[src/design/combined_lcg_shuffle_rng_unit_assert.svh]
// ----------------------------------------------------------------------------
// Assertion macros for the combined LCG shuffle generator
// Immediate-consequence and next-cycle checks, compiled out with ASSERT_OFF.
// ----------------------------------------------------------------------------
`ifndef COMBINED_LCG_SHUFFLE_RNG_UNIT_ASSERT_SVH
`define COMBINED_LCG_SHUFFLE_RNG_UNIT_ASSERT_SVH

`ifndef ASSERT_OFF

// Consequence must hold in the same cycle as the antecedent.
`define CLSR_ASSERT_SAME(name, clk, rst, ante, cons) \
   name: assert property (@(posedge clk) disable iff (rst) (ante) |-> (cons)) \
      else $error("clsr assertion failed");

// Consequence must hold in the cycle after the antecedent.
`define CLSR_ASSERT_NEXT(name, clk, rst, ante, cons) \
   name: assert property (@(posedge clk) disable iff (rst) (ante) |=> (cons)) \
      else $error("clsr assertion failed");

`else

`define CLSR_ASSERT_SAME(name, clk, rst, ante, cons)
`define CLSR_ASSERT_NEXT(name, clk, rst, ante, cons)

`endif

`endif

[src/design/clsr_pkg.sv]
// ----------------------------------------------------------------------------
// clsr_pkg
// Constants and shared types of the combined LCG generator with shuffle table.
// ----------------------------------------------------------------------------
package clsr_pkg;

   // Width of every generator value and deviate.
   localparam int VAL_W = 31;

   // Moduli and multipliers of the two generators.
   localparam logic [VAL_W-1:0] MOD_ONE = 31'd2147483563;
   localparam logic [VAL_W-1:0] MOD_TWO = 31'd2147483399;
   localparam logic [15:0]      MUL_ONE = 16'd40014;
   localparam logic [15:0]      MUL_TWO = 16'd40692;

   // 2^31 minus each modulus, used to fold the high part of a product.
   localparam logic [7:0] FOLD_ONE = 8'd85;
   localparam logic [7:0] FOLD_TWO = 8'd249;

   // Largest deviate, and the reset value of the second generator.
   localparam logic [VAL_W-1:0] TOP_VAL     = 31'd2147483562;
   localparam logic [VAL_W-1:0] SECOND_INIT = 31'd123456789;

   // Steps of the first generator run before the table starts filling.
   localparam int WARMUP_STEPS = 8;

   // Which generator an operation belongs to.
   typedef enum logic {
      GEN_ONE,
      GEN_TWO
   } gen_sel_type;

   // Request to the shared modular multiplier.
   typedef struct packed {
      logic        start;
      gen_sel_type sel;
   } mm_ctl_type;

   // Completion status from the shared modular multiplier.
   typedef struct packed {
      logic        done;
      gen_sel_type sel;
   } mm_stat_type;

endpackage

[src/design/clsr_mulmod.sv]
// ----------------------------------------------------------------------------
// clsr_mulmod
// Shared three-stage unit computing (a * x) mod m for either generator.
// ----------------------------------------------------------------------------
`include "combined_lcg_shuffle_rng_unit_assert.svh"

module clsr_mulmod
   import clsr_pkg::*;
(
   input  logic             clock,
   input  logic             reset,
   input  mm_ctl_type       mm_ctl,
   input  logic [VAL_W-1:0] operand,
   output mm_stat_type      mm_stat,
   output logic [VAL_W-1:0] result
);

   localparam int PROD_W = VAL_W + 16;

   logic              v1_ff, v1_in;
   logic              v2_ff, v2_in;
   logic              v3_ff, v3_in;
   gen_sel_type       sel1_ff, sel2_ff, sel3_ff;
   logic [PROD_W-1:0] prod_ff, prod_in;
   logic [VAL_W:0]    fold_ff, fold_in;
   logic [VAL_W-1:0]  res_ff, res_in;
   logic [15:0]       mult;
   logic [7:0]        fold_c;
   logic [23:0]       hi_fold;
   logic [VAL_W-1:0]  mod3;

   // Stage one: multiply by the generator's constant.
   always_comb begin
      mult    = (mm_ctl.sel == GEN_ONE) ? MUL_ONE : MUL_TWO;
      prod_in = PROD_W'(operand) * PROD_W'(mult);
      v1_in   = mm_ctl.start;
   end

   // Stage two: fold the bits above 2^31 back in, since 2^31 = m + c.
   always_comb begin
      fold_c  = (sel1_ff == GEN_ONE) ? FOLD_ONE : FOLD_TWO;
      hi_fold = 24'(prod_ff[PROD_W-1:VAL_W]) * 24'(fold_c);
      fold_in = (VAL_W+1)'(prod_ff[VAL_W-1:0]) + (VAL_W+1)'(hi_fold);
      v2_in   = v1_ff;
   end

   // Stage three: the folded value is below twice the modulus, so one
   // conditional subtraction finishes the reduction.
   always_comb begin
      mod3 = (sel2_ff == GEN_ONE) ? MOD_ONE : MOD_TWO;
      if (fold_ff >= (VAL_W+1)'(mod3)) begin
         res_in = VAL_W'(fold_ff - (VAL_W+1)'(mod3));
      end else begin
         res_in = fold_ff[VAL_W-1:0];
      end
      v3_in = v2_ff;
   end

   // Stage valids.
   always_ff @(posedge clock) begin
      if (reset) begin
         v1_ff <= 1'b0;
         v2_ff <= 1'b0;
         v3_ff <= 1'b0;
      end else begin
         v1_ff <= v1_in;
         v2_ff <= v2_in;
         v3_ff <= v3_in;
      end
   end

   // Stage payloads.
   always_ff @(posedge clock) begin
      sel1_ff <= mm_ctl.sel;
      sel2_ff <= sel1_ff;
      sel3_ff <= sel2_ff;
      prod_ff <= prod_in;
      fold_ff <= fold_in;
      res_ff  <= res_in;
   end

   assign mm_stat.done = v3_ff;
   assign mm_stat.sel  = sel3_ff;
   assign result       = res_ff;

   // A finished result is always fully reduced.
   `CLSR_ASSERT_SAME(a_result_reduced, clock, reset, v3_ff,
      ((sel3_ff == GEN_ONE) ? (res_ff < MOD_ONE) : (res_ff < MOD_TWO)))

endmodule

[src/design/clsr_slot_div.sv]
// ----------------------------------------------------------------------------
// clsr_slot_div
// Division of the previous deviate by the slot width, giving the shuffle
// table slot. A reciprocal multiply gives an estimate that is exact or one
// short, and one compare against the next multiple of the slot width settles
// it. The estimate is registered first, then the settled slot.
// ----------------------------------------------------------------------------
module clsr_slot_div
   import clsr_pkg::*;
#(
   parameter int TABLE_DEPTH = 32
)
(
   input  logic                           clock,
   input  logic                           reset,
   input  logic                           start,
   input  logic [VAL_W-1:0]               dividend,
   output logic                           busy,
   output logic [$clog2(TABLE_DEPTH)-1:0] slot
);

   localparam int Q_W       = $clog2(TABLE_DEPTH);
   localparam int QX_W      = Q_W + 1;
   localparam int RCP_SHIFT = 37;
   localparam int RCP_W     = 14;
   localparam int EST_W     = VAL_W + RCP_W;
   localparam int THR_W     = VAL_W + QX_W;
   localparam longint unsigned SLOT_DIV_L =
      64'd1 + 64'(TOP_VAL) / 64'(TABLE_DEPTH);
   localparam longint unsigned RCP_L = (64'd1 << RCP_SHIFT) / SLOT_DIV_L;
   localparam logic [VAL_W-1:0] SLOT_DIV = VAL_W'(SLOT_DIV_L);
   localparam logic [RCP_W-1:0] RCP      = RCP_W'(RCP_L);

   logic             v1_ff, v1_in;
   logic [VAL_W-1:0] num_ff, num_in;
   logic [QX_W-1:0]  est_ff, est_in;
   logic [QX_W-1:0]  quo_ff, quo_in;
   logic [EST_W-1:0] est_prod;
   logic [THR_W-1:0] thr;

   // Stage one: estimate the quotient with the truncated reciprocal. The
   // estimate never exceeds the true quotient and is at most one below it.
   always_comb begin
      v1_in    = start;
      est_prod = EST_W'(dividend) * EST_W'(RCP);
      num_in   = num_ff;
      est_in   = est_ff;
      if (start) begin
         num_in = dividend;
         est_in = est_prod[RCP_SHIFT +: QX_W];
      end
   end

   // Stage two: step the estimate up when the dividend reaches the next
   // multiple of the slot width.
   always_comb begin
      thr    = (THR_W'(est_ff) + THR_W'(1)) * THR_W'(SLOT_DIV);
      quo_in = quo_ff;
      if (v1_ff) begin
         if (THR_W'(num_ff) >= thr) begin
            quo_in = est_ff + 1'b1;
         end else begin
            quo_in = est_ff;
         end
      end
   end

   always_ff @(posedge clock) begin
      if (reset) begin
         v1_ff <= 1'b0;
      end else begin
         v1_ff <= v1_in;
      end
   end

   always_ff @(posedge clock) begin
      num_ff <= num_in;
      est_ff <= est_in;
      quo_ff <= quo_in;
   end

   assign busy = v1_ff;

   // Guard: clamp to the last slot should the quotient ever reach the depth.
   assign slot = (quo_ff >= QX_W'(TABLE_DEPTH)) ?
                 Q_W'(TABLE_DEPTH - 1) : quo_ff[Q_W-1:0];

endmodule

[src/design/combined_lcg_shuffle_rng_unit.sv]
// ----------------------------------------------------------------------------
// combined_lcg_shuffle_rng_unit
// Combined two-generator LCG with a Bays-Durham shuffle table. Each request
// beat on req_ returns one deviate beat on rsp_, 1..2147483562; dividing it
// by 2147483563 gives a uniform fraction inside (0,1).
// csr_wr_en writes the seed register (reset 1); it only takes effect at the
// next seeding. Seeding happens on the first request after reset, or when
// req_reseed is set, and runs TABLE_DEPTH+8 steps of the first generator.
// A plain draw makes two passes through the shared three-stage modular
// multiplier, one per generator, then a table read and the write-back; a
// new request is taken only after that. Seeding runs one pass per step.
// req_stall is high while an item is in work. A finished deviate waits in
// the output register while rsp_stall is high; the next request is still
// accepted and only its final write-back waits for the register to free.
// Reset is synchronous: the shuffle table is not cleared, as it is always
// filled by seeding before it is read.
// ----------------------------------------------------------------------------
`include "combined_lcg_shuffle_rng_unit_assert.svh"

module combined_lcg_shuffle_rng_unit
   import clsr_pkg::*;
#(
   parameter int TABLE_DEPTH = 32
)
(
   input  logic             clock,
   input  logic             reset,
   input  logic             req_valid,
   output logic             req_stall,
   input  logic             req_reseed,
   output logic             rsp_valid,
   input  logic             rsp_stall,
   output logic [VAL_W-1:0] rsp_deviate,
   input  logic             csr_wr_en,
   input  logic [VAL_W-1:0] csr_wr_data
);

   localparam int ADDR_W     = $clog2(TABLE_DEPTH);
   localparam int SEED_STEPS = TABLE_DEPTH + WARMUP_STEPS;
   localparam int CNT_W      = $clog2(SEED_STEPS);

   typedef enum logic [3:0] {
      ST_IDLE,
      ST_SEED_ISSUE,
      ST_SEED_WAIT,
      ST_DRAW_ONE,
      ST_WAIT_ONE,
      ST_DRAW_TWO,
      ST_WAIT_TWO,
      ST_READ,
      ST_FINISH
   } state_type;

   state_type        state_ff, state_in;
   logic [VAL_W-1:0] seed_value_ff, seed_value_in;
   logic [VAL_W-1:0] first_ff, first_in;
   logic [VAL_W-1:0] second_ff, second_in;
   logic [VAL_W-1:0] last_ff, last_in;
   logic             seed_pending_ff, seed_pending_in;
   logic [CNT_W-1:0] cnt_ff, cnt_in;
   logic             rsp_valid_ff, rsp_valid_in;
   logic [VAL_W-1:0] rsp_deviate_ff, rsp_deviate_in;

   logic [VAL_W-1:0]  shuffle_mem [TABLE_DEPTH];
   logic [VAL_W-1:0]  rd_data_ff;
   logic              tbl_we;
   logic [ADDR_W-1:0] tbl_addr;
   logic [VAL_W-1:0]  tbl_wdata;

   mm_ctl_type        mm_ctl;
   mm_stat_type       mm_stat;
   logic [VAL_W-1:0]  mm_operand;
   logic [VAL_W-1:0]  mm_result;
   logic              div_start;
   logic              div_busy;
   logic [ADDR_W-1:0] div_slot;

   logic             accept;
   logic [VAL_W-1:0] seed_eff;
   logic [VAL_W:0]   diff;
   logic [VAL_W-1:0] deviate;

   // Shared modular multiplier.
   clsr_mulmod u_mulmod (
      .clock   (clock),
      .reset   (reset),
      .mm_ctl  (mm_ctl),
      .operand (mm_operand),
      .mm_stat (mm_stat),
      .result  (mm_result)
   );

   // Slot divider, runs alongside the first multiply of a draw.
   clsr_slot_div #(
      .TABLE_DEPTH (TABLE_DEPTH)
   ) u_slot_div (
      .clock    (clock),
      .reset    (reset),
      .start    (div_start),
      .dividend (last_ff),
      .busy     (div_busy),
      .slot     (div_slot)
   );

   assign accept   = req_valid && !req_stall;
   assign seed_eff = (seed_value_ff == '0) ? VAL_W'(1) : seed_value_ff;

   // Deviate: slot value minus second generator, wrapped into 1..TOP_VAL.
   always_comb begin
      diff = {1'b0, rd_data_ff} - {1'b0, second_ff};
      if (diff[VAL_W] || (diff == '0)) begin
         deviate = diff[VAL_W-1:0] + TOP_VAL;
      end else begin
         deviate = diff[VAL_W-1:0];
      end
   end

   // Sequencer next-state logic.
   always_comb begin
      state_in        = state_ff;
      seed_value_in   = seed_value_ff;
      first_in        = first_ff;
      second_in       = second_ff;
      last_in         = last_ff;
      seed_pending_in = seed_pending_ff;
      cnt_in          = cnt_ff;
      rsp_valid_in    = rsp_valid_ff && rsp_stall;
      rsp_deviate_in  = rsp_deviate_ff;
      mm_ctl.start    = 1'b0;
      mm_ctl.sel      = GEN_ONE;
      mm_operand      = first_ff;
      div_start       = 1'b0;
      tbl_we          = 1'b0;
      tbl_addr        = div_slot;
      tbl_wdata       = first_ff;

      if (csr_wr_en) begin
         seed_value_in = csr_wr_data;
      end

      case (state_ff)
         ST_IDLE: begin
            if (accept) begin
               if (seed_pending_ff || req_reseed) begin
                  first_in  = seed_eff;
                  second_in = seed_eff;
                  cnt_in    = CNT_W'(SEED_STEPS - 1);
                  state_in  = ST_SEED_ISSUE;
               end else begin
                  state_in = ST_DRAW_ONE;
               end
            end
         end
         ST_SEED_ISSUE: begin
            mm_ctl.start = 1'b1;
            state_in     = ST_SEED_WAIT;
         end
         ST_SEED_WAIT: begin
            if (mm_stat.done) begin
               first_in = mm_result;
               if (cnt_ff < CNT_W'(TABLE_DEPTH)) begin
                  tbl_we    = 1'b1;
                  tbl_addr  = cnt_ff[ADDR_W-1:0];
                  tbl_wdata = mm_result;
               end
               if (cnt_ff == '0) begin
                  last_in         = mm_result;
                  seed_pending_in = 1'b0;
                  state_in        = ST_DRAW_ONE;
               end else begin
                  cnt_in   = cnt_ff - 1'b1;
                  state_in = ST_SEED_ISSUE;
               end
            end
         end
         ST_DRAW_ONE: begin
            mm_ctl.start = 1'b1;
            div_start    = 1'b1;
            state_in     = ST_WAIT_ONE;
         end
         ST_WAIT_ONE: begin
            if (mm_stat.done) begin
               first_in = mm_result;
               state_in = ST_DRAW_TWO;
            end
         end
         ST_DRAW_TWO: begin
            mm_ctl.start = 1'b1;
            mm_ctl.sel   = GEN_TWO;
            mm_operand   = second_ff;
            state_in     = ST_WAIT_TWO;
         end
         ST_WAIT_TWO: begin
            if (mm_stat.done) begin
               second_in = mm_result;
               state_in  = ST_READ;
            end
         end
         ST_READ: begin
            state_in = ST_FINISH;
         end
         ST_FINISH: begin
            // Write back only once the output register is free.
            if (!rsp_valid_ff || !rsp_stall) begin
               rsp_valid_in   = 1'b1;
               rsp_deviate_in = deviate;
               last_in        = deviate;
               tbl_we         = 1'b1;
               state_in       = ST_IDLE;
            end
         end
         default: begin
            state_in = ST_IDLE;
         end
      endcase
   end

   // State and registered outputs.
   always_ff @(posedge clock) begin
      if (reset) begin
         state_ff        <= ST_IDLE;
         seed_value_ff   <= VAL_W'(1);
         first_ff        <= '0;
         second_ff       <= SECOND_INIT;
         last_ff         <= '0;
         seed_pending_ff <= 1'b1;
         cnt_ff          <= '0;
         rsp_valid_ff    <= 1'b0;
      end else begin
         state_ff        <= state_in;
         seed_value_ff   <= seed_value_in;
         first_ff        <= first_in;
         second_ff       <= second_in;
         last_ff         <= last_in;
         seed_pending_ff <= seed_pending_in;
         cnt_ff          <= cnt_in;
         rsp_valid_ff    <= rsp_valid_in;
      end
      rsp_deviate_ff <= rsp_deviate_in;
   end

   // Shuffle table: one write port, one registered read port.
   always_ff @(posedge clock) begin
      if (tbl_we) begin
         shuffle_mem[tbl_addr] <= tbl_wdata;
      end
   end

   always_ff @(posedge clock) begin
      if (state_ff == ST_READ) begin
         rd_data_ff <= shuffle_mem[div_slot];
      end
   end

   assign req_stall   = (state_ff != ST_IDLE);
   assign rsp_valid   = rsp_valid_ff;
   assign rsp_deviate = rsp_deviate_ff;

   // The slot must be settled before the table is read.
   `CLSR_ASSERT_SAME(a_slot_ready, clock, reset, (state_ff == ST_READ), !div_busy)
   // The second multiply's result must belong to the second generator.
   `CLSR_ASSERT_SAME(a_second_tag, clock, reset,
      ((state_ff == ST_WAIT_TWO) && mm_stat.done), (mm_stat.sel == GEN_TWO))
   // A draw never starts with seeding still owed.
   `CLSR_ASSERT_SAME(a_seeded, clock, reset, (state_ff == ST_DRAW_ONE), !seed_pending_ff)
   // Every delivered deviate lies in its range.
   `CLSR_ASSERT_SAME(a_range, clock, reset, rsp_valid_ff,
      ((rsp_deviate_ff != '0) && (rsp_deviate_ff <= TOP_VAL)))

endmodule
[config.mk]
export PLATFORM = sky130hd
export DESIGN_NAME = combined_lcg_shuffle_rng_unit
export DESIGN_NICKNAME = d
export VERILOG_FILES = /design/src/design/clsr_pkg.sv /design/src/design/clsr_mulmod.sv /design/src/design/clsr_slot_div.sv /design/src/design/combined_lcg_shuffle_rng_unit.sv
export VERILOG_INCLUDE_DIRS = /design/src /design/src/design
export SDC_FILE = /design/constraint.sdc
export NUM_CORES = 2
export LEC_CHECK = 0
export ABC_AREA = 1
export BUFFER_PORTS_ARGS = -buffer_cell sky130_fd_sc_hd__clkbuf_2
export CORE_UTILIZATION = 25
export CTS_BUF_LIST = sky130_fd_sc_hd__clkbuf_4 sky130_fd_sc_hd__clkbuf_8 sky130_fd_sc_hd__clkbuf_16
export CTS_CLUSTER_SIZE = 40
export DETAILED_ROUTE_END_ITERATION = 7
export GPL_ROUTABILITY_DRIVEN = 0
export GPL_TIMING_DRIVEN = 0
export PLACE_DENSITY = 0.42
export SYNTH_ARGS = -nofsm -noshare
export SYNTH_HDL_FRONTEND = slang
export SYNTH_SLANG_ARGS = --single-unit
export TNS_END_PERCENT = 100
[constraint.sdc]
create_clock -name clock -period 11.35 [get_ports clock]
set_input_delay 0 -clock clock [delete_from_list [all_inputs] [get_ports clock]]
set_output_delay 0 -clock clock [all_outputs]
set_load 0.01 [all_outputs]
**Word-level counts from Yosys, hierarchy flattened**

Memory sizes are Yosys's and may differ from the RTL's. A register that Yosys moved wholly into a read port is not among the register bits.
Cells that the tools add are included.

- Register bits: 325
- Latch bits: 0
- RAM bits: 992
- Memory bits (read-only): 0
- Bits of input ports: 37
- Output and inout port bits: 33
- Word-level logic and storage cells: 128
- Memories: 1

- Add/sub/neg operators: 7
- Multipliers: 3
- Divide/modulo/power cells: 0
- $lt $le $gt $ge: 4
- Eq/ne operators: 17
- Shifts and indexed selects: 0
- Mux-type cells: 48
- Bitwise gates (word level): 0
- Reduce and logical (&&, ||, !) cells: 26

Memory list:

| memory | depth | bits a word | rd ports | clocked after memory_dff | wr ports | line | text |
|---|---|---|---|---|---|---|---|
| shuffle_mem | 32 | 31 | 1 | 1 | 1 | combined_lcg_shuffle_rng_unit.sv:64 | `logic [VAL_W-1:0] shuffle_mem [TABLE_DEPTH];` |

Operators by type and width:

| kind | count |
|---|---|
| $mux W31 | 13 |
| $pmux W31 S2 | 3 |
| $mul A31 B16 Y47 | 1 |
| $ge A31 B37 Y1 | 1 |
| $mul A37 B25 Y36 const B | 1 |
| $pmux W4 S9 | 1 |
| $add A31 B24 Y32 | 1 |
| $ge A32 B31 Y1 | 1 |
| $logic_not A32 Y1 | 1 |
| $sub A31 B31 Y32 | 1 |
| $add A31 B31 Y31 const B | 1 |
| $logic_not A31 Y1 | 1 |
| $sub A31 B31 Y31 | 1 |
| $mux W5 | 5 |
| $mul A16 B8 Y24 | 1 |
| $mux W6 | 4 |
| $mux W4 | 5 |
| $eq A4 B3 Y1 const B | 4 |
| $mux W8 | 2 |
| $add A5 B1 Y6 const B | 2 |
| $pmux W6 S2 | 1 |
| $reduce_and A4 Y1 | 3 |
| $mux W1 | 10 |
| $mux W10 | 1 |
| 22 further kinds | 40 |

**Logic depth before layout (Yosys ltp)**

- Depth after elaboration: 6
- Depth in mapped cells: 35
- Depth with buffers taken out: 34

**Hierarchy**

Synthesis repeated with hierarchy kept, for this count alone.

- Cells, all modules: 7616
- Area total of the unflattened synthesis: 74928.1 um2

Modules (own cells, without submodules):

| module | times used | cells each | area an instance (um2) | sequential area each (um2) |
|---|---|---|---|---|
| combined_lcg_shuffle_rng_unit | 1 | 4683 | 51008.9 | 34373.0 |
| clsr_mulmod | 1 | 2602 | 20668.6 | 2302.2 |
| clsr_slot_div | 1 | 331 | 3250.6 | 1131.1 |

**Worst setup path before layout**

OpenSTA, ideal clock, no wires.

- Path kind: register to register
- From: reg state_ff[2]
- To: reg u_mulmod.prod_ff[44]
- Setup time: 0.072 ns
- Data arrival time: 6.755 ns
- Data required time: 11.278 ns
- Path slack: 4.523 ns
- Cell stages (with the launch flop): 33
- Buffers on the path: 2
- Clock period less this slack: 6.827 ns
- Cell sequence: dfxtp_1 -> inv_1 -> nor2_1 -> nand2_1 -> clkbuf_1 -> clkbuf_1 -> o21ai_0 -> inv_1 -> fa_1 -> inv_1 -> fa_1 -> inv_1 -> fa_1 -> fa_1 -> inv_1 -> fa_1 -> inv_1 -> fa_1 -> inv_1 -> ha_1 -> nand2_1 -> nor2_1 -> inv_1 -> nor2_1 -> nor2_1 -> nand2_1 -> nand2_1 -> nand2_1 -> a21oi_1 -> o21ai_0 -> nand4_1 -> o21ai_0 -> xor2_1

- Word-level cells in the longest chain between the ends: 4
- Elaborated cells on any way between the ends: 5
- Classes of those cells: mul (1); eq/ne (1); mux (3)

Ends and longest elaborated chain:

| element | line | text |
|---|---|---|
| start, declared | combined_lcg_shuffle_rng_unit.sv:54 | `state_type state_ff, state_in;` |
| start signal, assigned | combined_lcg_shuffle_rng_unit.sv:230 | `state_ff <= state_in;` |
| $eq A4 B3 Y1 (*) | combined_lcg_shuffle_rng_unit.sv:141 | `case (state_ff)` |
| $mux W1 | combined_lcg_shuffle_rng_unit.sv:141 |  |
| $mux W10 | clsr_mulmod.sv:34 | `mult = (mm_ctl.sel == GEN_ONE) ? MUL_ONE : MUL_TWO;` |
| $mul A31 B16 Y47 (*) | clsr_mulmod.sv:35 | `prod_in = PROD_W'(operand) * PROD_W'(mult);` |
| via u_mulmod.prod_in[44] | clsr_mulmod.sv:24 | `logic [PROD_W-1:0] prod_ff, prod_in;` |
| end signal, assigned | clsr_mulmod.sv:77 | `prod_ff <= prod_in;` |
| end, declared | clsr_mulmod.sv:24 |  |

The timed path passes the listed nets; every way through them passes the cells marked *.
A chain may end at the register's enable or synchronous reset.

**Worst setup path in the final report**

- From: reg state_ff[2]
- To: reg u_mulmod.prod_ff[35]

Same word-level chain as after synthesis.

==> results.tsv <==
stage	metric	value	unit
cts	CTS max path bufs	3	
critical_path	Worst path slowest cell	o21ai_0	
floorplan	Boundary Pins	70	
logic_synthesis	synth top area cells	edfxtp_1 (45%), fa_1 (11%), dfxtp_1 (6.9%), ha_1 (5.9%), inv_1 (5.3%)	
detailed_routing	Pre-Repair DR Iteration Count	5	
logic_synthesis	post-synthesis area per instance	10.4	um^2
cts	CTS buffer count	152	
outcome	status	completed	
sta	Worst slew margin	9.98	%
cts	Clock transition at path regs	60	ps
sta	RSZ-0062 raised after global routing	false	
detailed_routing	post-detailed-routing wire length	260	mm
floorplan	Starting Density	25.2	%
pwr	Pwr Density	318	nW/um^2
global_routing	vias in the first global route	52898	
global_routing	initial antenna violation count	9	
layout	nets@finish	8153	
global_routing	pin count of the biggest net entering global routing	33	
logic_synthesis	yosys warns	0	
logic_synthesis	cell with the most instances after synthesis	edfxtp_1	
logic_synthesis	Mapped Area	72800	um^2
critical_path	Worst EP required	11950	ps
cts	CTS tree	built	
sta	final setup violation count	0	
sta	hold slack	119	ps
critical_path	Critical Path AT	9540	ps
logic_synthesis	Synth top area share	45.0	%
floorplan	# rows	197	
critical_path	WS Path Type	reg2reg	
detailed_routing	routed via count	53235	
layout	share of layout cells above drive strength 1	7.03	%
detailed_routing	1st-iter DRT viols	4884	
global_routing	All-Layer GR Usage	17.5	%
cts	CTS H-tree depth	4	
global_routing	GR Overflow Total	0	
detailed_routing	WL/cell	22.8	um
sta	setup TNS	0	ps
floorplan	Core ar.	289000	um^2
critical_path	top cell family by delay on the critical path	adder cells	
detailed_routing	Via density	4.68	
logic_synthesis	ys async rst share	0	%
critical_path	Critical Path Max Stage Delay	990	ps
logic_synthesis	Syn Nets	7785	
critical_path	most frequent CP cell	fa_1	
layout	synthesis-to-finish area growth	17.9	%
job	Max Cap Viol	0	
hold_path	HP Class	in2reg	
detailed_routing	Routed Antenna Nets	0	
cts	Post-CTS Setup Inserts	0	
place	# port buffers	68	
sta	f_max	0.112	GHz
critical_path	crit end category	register	
detailed_routing	DR DRC count	0	
logic_synthesis	ys flop type	edfxtp_1	
sta	fin crit share	78.7	%
cts	post-cts resize count	0	
cts	cts hold-fix bufs	70	
global_routing	first-pass GRT wire length	373	mm
logic_synthesis	distinct cell type count after synthesis	58	
floorplan	Die Y	542	um
logic_synthesis	Syn Inst Count	7011	
sta	Tmin final	8930	ps
cts	Clock Tree Root	clkbuf_16	
sta	Final Hold Viols	0	
floorplan	Die W	542	um
logic_synthesis	synth cell count leaders	edfxtp_1 (1,091), inv_1 (1,029), nor2_1 (862)	
critical_path	critical path launch point type	register	
place	Post-DP HPWL	201	mm
pwr	worst vdd ir	644	uV
sta	Slew Limit Fails	0	
logic_synthesis	Yosys reg bits	1342	
logic_synthesis	sequential-to-total area share from yosys stat	51.9	%
cts	CTS sink count	1342	
logic_synthesis	Yosys top cell by area	edfxtp_1	
logic_synthesis	number of synthesized flops with an enable pin	1091	
sta	Clock Skew	59.7	ps
pwr	leakage	0.0341	uW
critical_path	CP Buf/Inv Count	7	
floorplan	Die ar.	293000	um^2
critical_path	worst-path maximum fanout	10	
sta	Worst-Margin Slew	1340	ps
cts	clk_lat worst skew	840	ps
[final timing paths]
kind	from	endpoint	slack, ps	cells after the start
max	state_ff[2]	u_mulmod.prod_ff[35]	2420	25
min	rsp_stall	rsp_valid	120	4
max reg2reg	state_ff[2]	u_mulmod.prod_ff[35]	2420	25
min reg2reg	u_mulmod.sel1_ff	u_mulmod.sel2_ff	410	0
[worst min-delay path, cell delays in order]
cell	delay [ps]
dlygate4sd3_1	540
clkbuf_2	100
nand2_1	130
a21oi_1	90
[stage by stage]
| stage | setup WS [ps] | utilization, % | cells | total power, uW | area (um^2) |
|---|---|---|---|---|---|
| after detailed placement | 2480 | 27.8 | 11035 | 22700 | 80200 |
| after CTS | 2430 | 29.7 | 11376 | 27700 | 85900 |
| after global routing | 1860 | 29.7 | 11376 | 29600 | 85900 |
| final | 2420 | 29.7 | 11381 | 27300 | 85900 |
| after global placement | 2120 | 27.0 | 10959 | 22500 | 78000 |
| after floorplan | 4520 | - | 7011 | 16700 | 72800 |
[cell families (layout without fill, tap and decap cells)]
kind of cell             after synthesis  after routing  synth area share [%]
XOR/XNOR                             120            120                  1.44
other                                  1              6               0.00515
AND/OR/NAND/NOR                     1991           1991                  11.1
buffers and inverters               1337           1822                  6.95
AO/OA/AOI/OAI                       1483           1483                  11.9
flip-flops                          1342           1342                  51.9
adder cells (fa/ha/maj)              737            737                  16.7
[registers in the layout (all words and copies together) (netlist names)]
name	flops
seed_value_ff	31
u_mulmod.v2_ff	1
shuffle_mem	992
cnt_ff	6
u_slot_div.busy	1
seed_pending_ff	1
last_ff	31
rsp_deviate	31
u_mulmod.v3_ff	1
u_mulmod.fold_ff	32
u_mulmod.result	31
u_mulmod.sel1_ff	1
rd_data_ff	31
first_ff	31
u_mulmod.v1_ff	1
state_ff	4
u_slot_div.quo_ff	6
u_mulmod.sel2_ff	1
second_ff	31
u_slot_div.num_ff	31
rsp_valid	1
u_mulmod.prod_ff	46
[routing by layer]
| layer | global-route usage (%) | part of all wire (%) | vias to the layer above |
|---|---|---|---|
| li1 | - | - | 24539 |
| met1 | 24.0 | 45 | 26705 |
| met2 | 27.9 | 46 | 1675 |
| met3 | 2.57 | 5.7 | 316 |
| met4 | 6.04 | 3.6 | 0 |
| met5 | 0 | 0 | - |
[final cells by class]
class | instances | area [um^2]
diodes | 5 | 12.5
plain buffers | 293 | 1140
clock buffers | 189 | 4100
clock inverters | 82 | 893
fillers | 30058 | 203000
inverters | 1044 | 3920
multi-input cells | 4332 | 30600
flip-flops and latches | 1342 | 37800
well taps | 3880 | 4850
repair buffers | 214 | 2580
[layout by cell type, fill, tap and decap left out, types with 12 or more instances in the layout]
cell type / synthesis / routed
edfxtp_1: 1091 / 1091
inv_1: 1029 / 1029
nand2_1: 846 / 846
nor2_1: 862 / 826
o21ai_0: 699 / 654
fa_1: 394 / 394
ha_1: 343 / 343
a21oi_1: 278 / 278
clkbuf_1: 277 / 277
dfxtp_1: 251 / 251
clkbuf_16: 0 / 152
nand3_1: 147 / 147
o211ai_1: 143 / 143
o221ai_1: 128 / 128
o22ai_1: 124 / 124
xor2_1: 79 / 79
dlygate4sd3_1: 0 / 70
clkbuf_2: 0 / 68
buf_12: 0 / 43
xnor2_1: 41 / 41
a31oi_1: 41 / 41
nor2_4: 6 / 40
clkbuf_4: 0 / 34
nand4_1: 33 / 33
clkinv_1: 2 / 30
o21ai_4: 0 / 30
nor3_1: 25 / 25
clkinv_2: 0 / 24
a221oi_1: 23 / 23
buf_16: 0 / 21
nand2_2: 17 / 17
nor2_2: 14 / 16
o21ai_1: 0 / 14
nor4_1: 12 / 12
inv_2: 12 / 12
[report_power, final]
group / internal, uW / switching, uW
combinational: 5300 / 10600
clock: 2800 / 2140
sequential: 6110 / 322
total: 14200 / 13100
(Power assumes the default switching activity.)
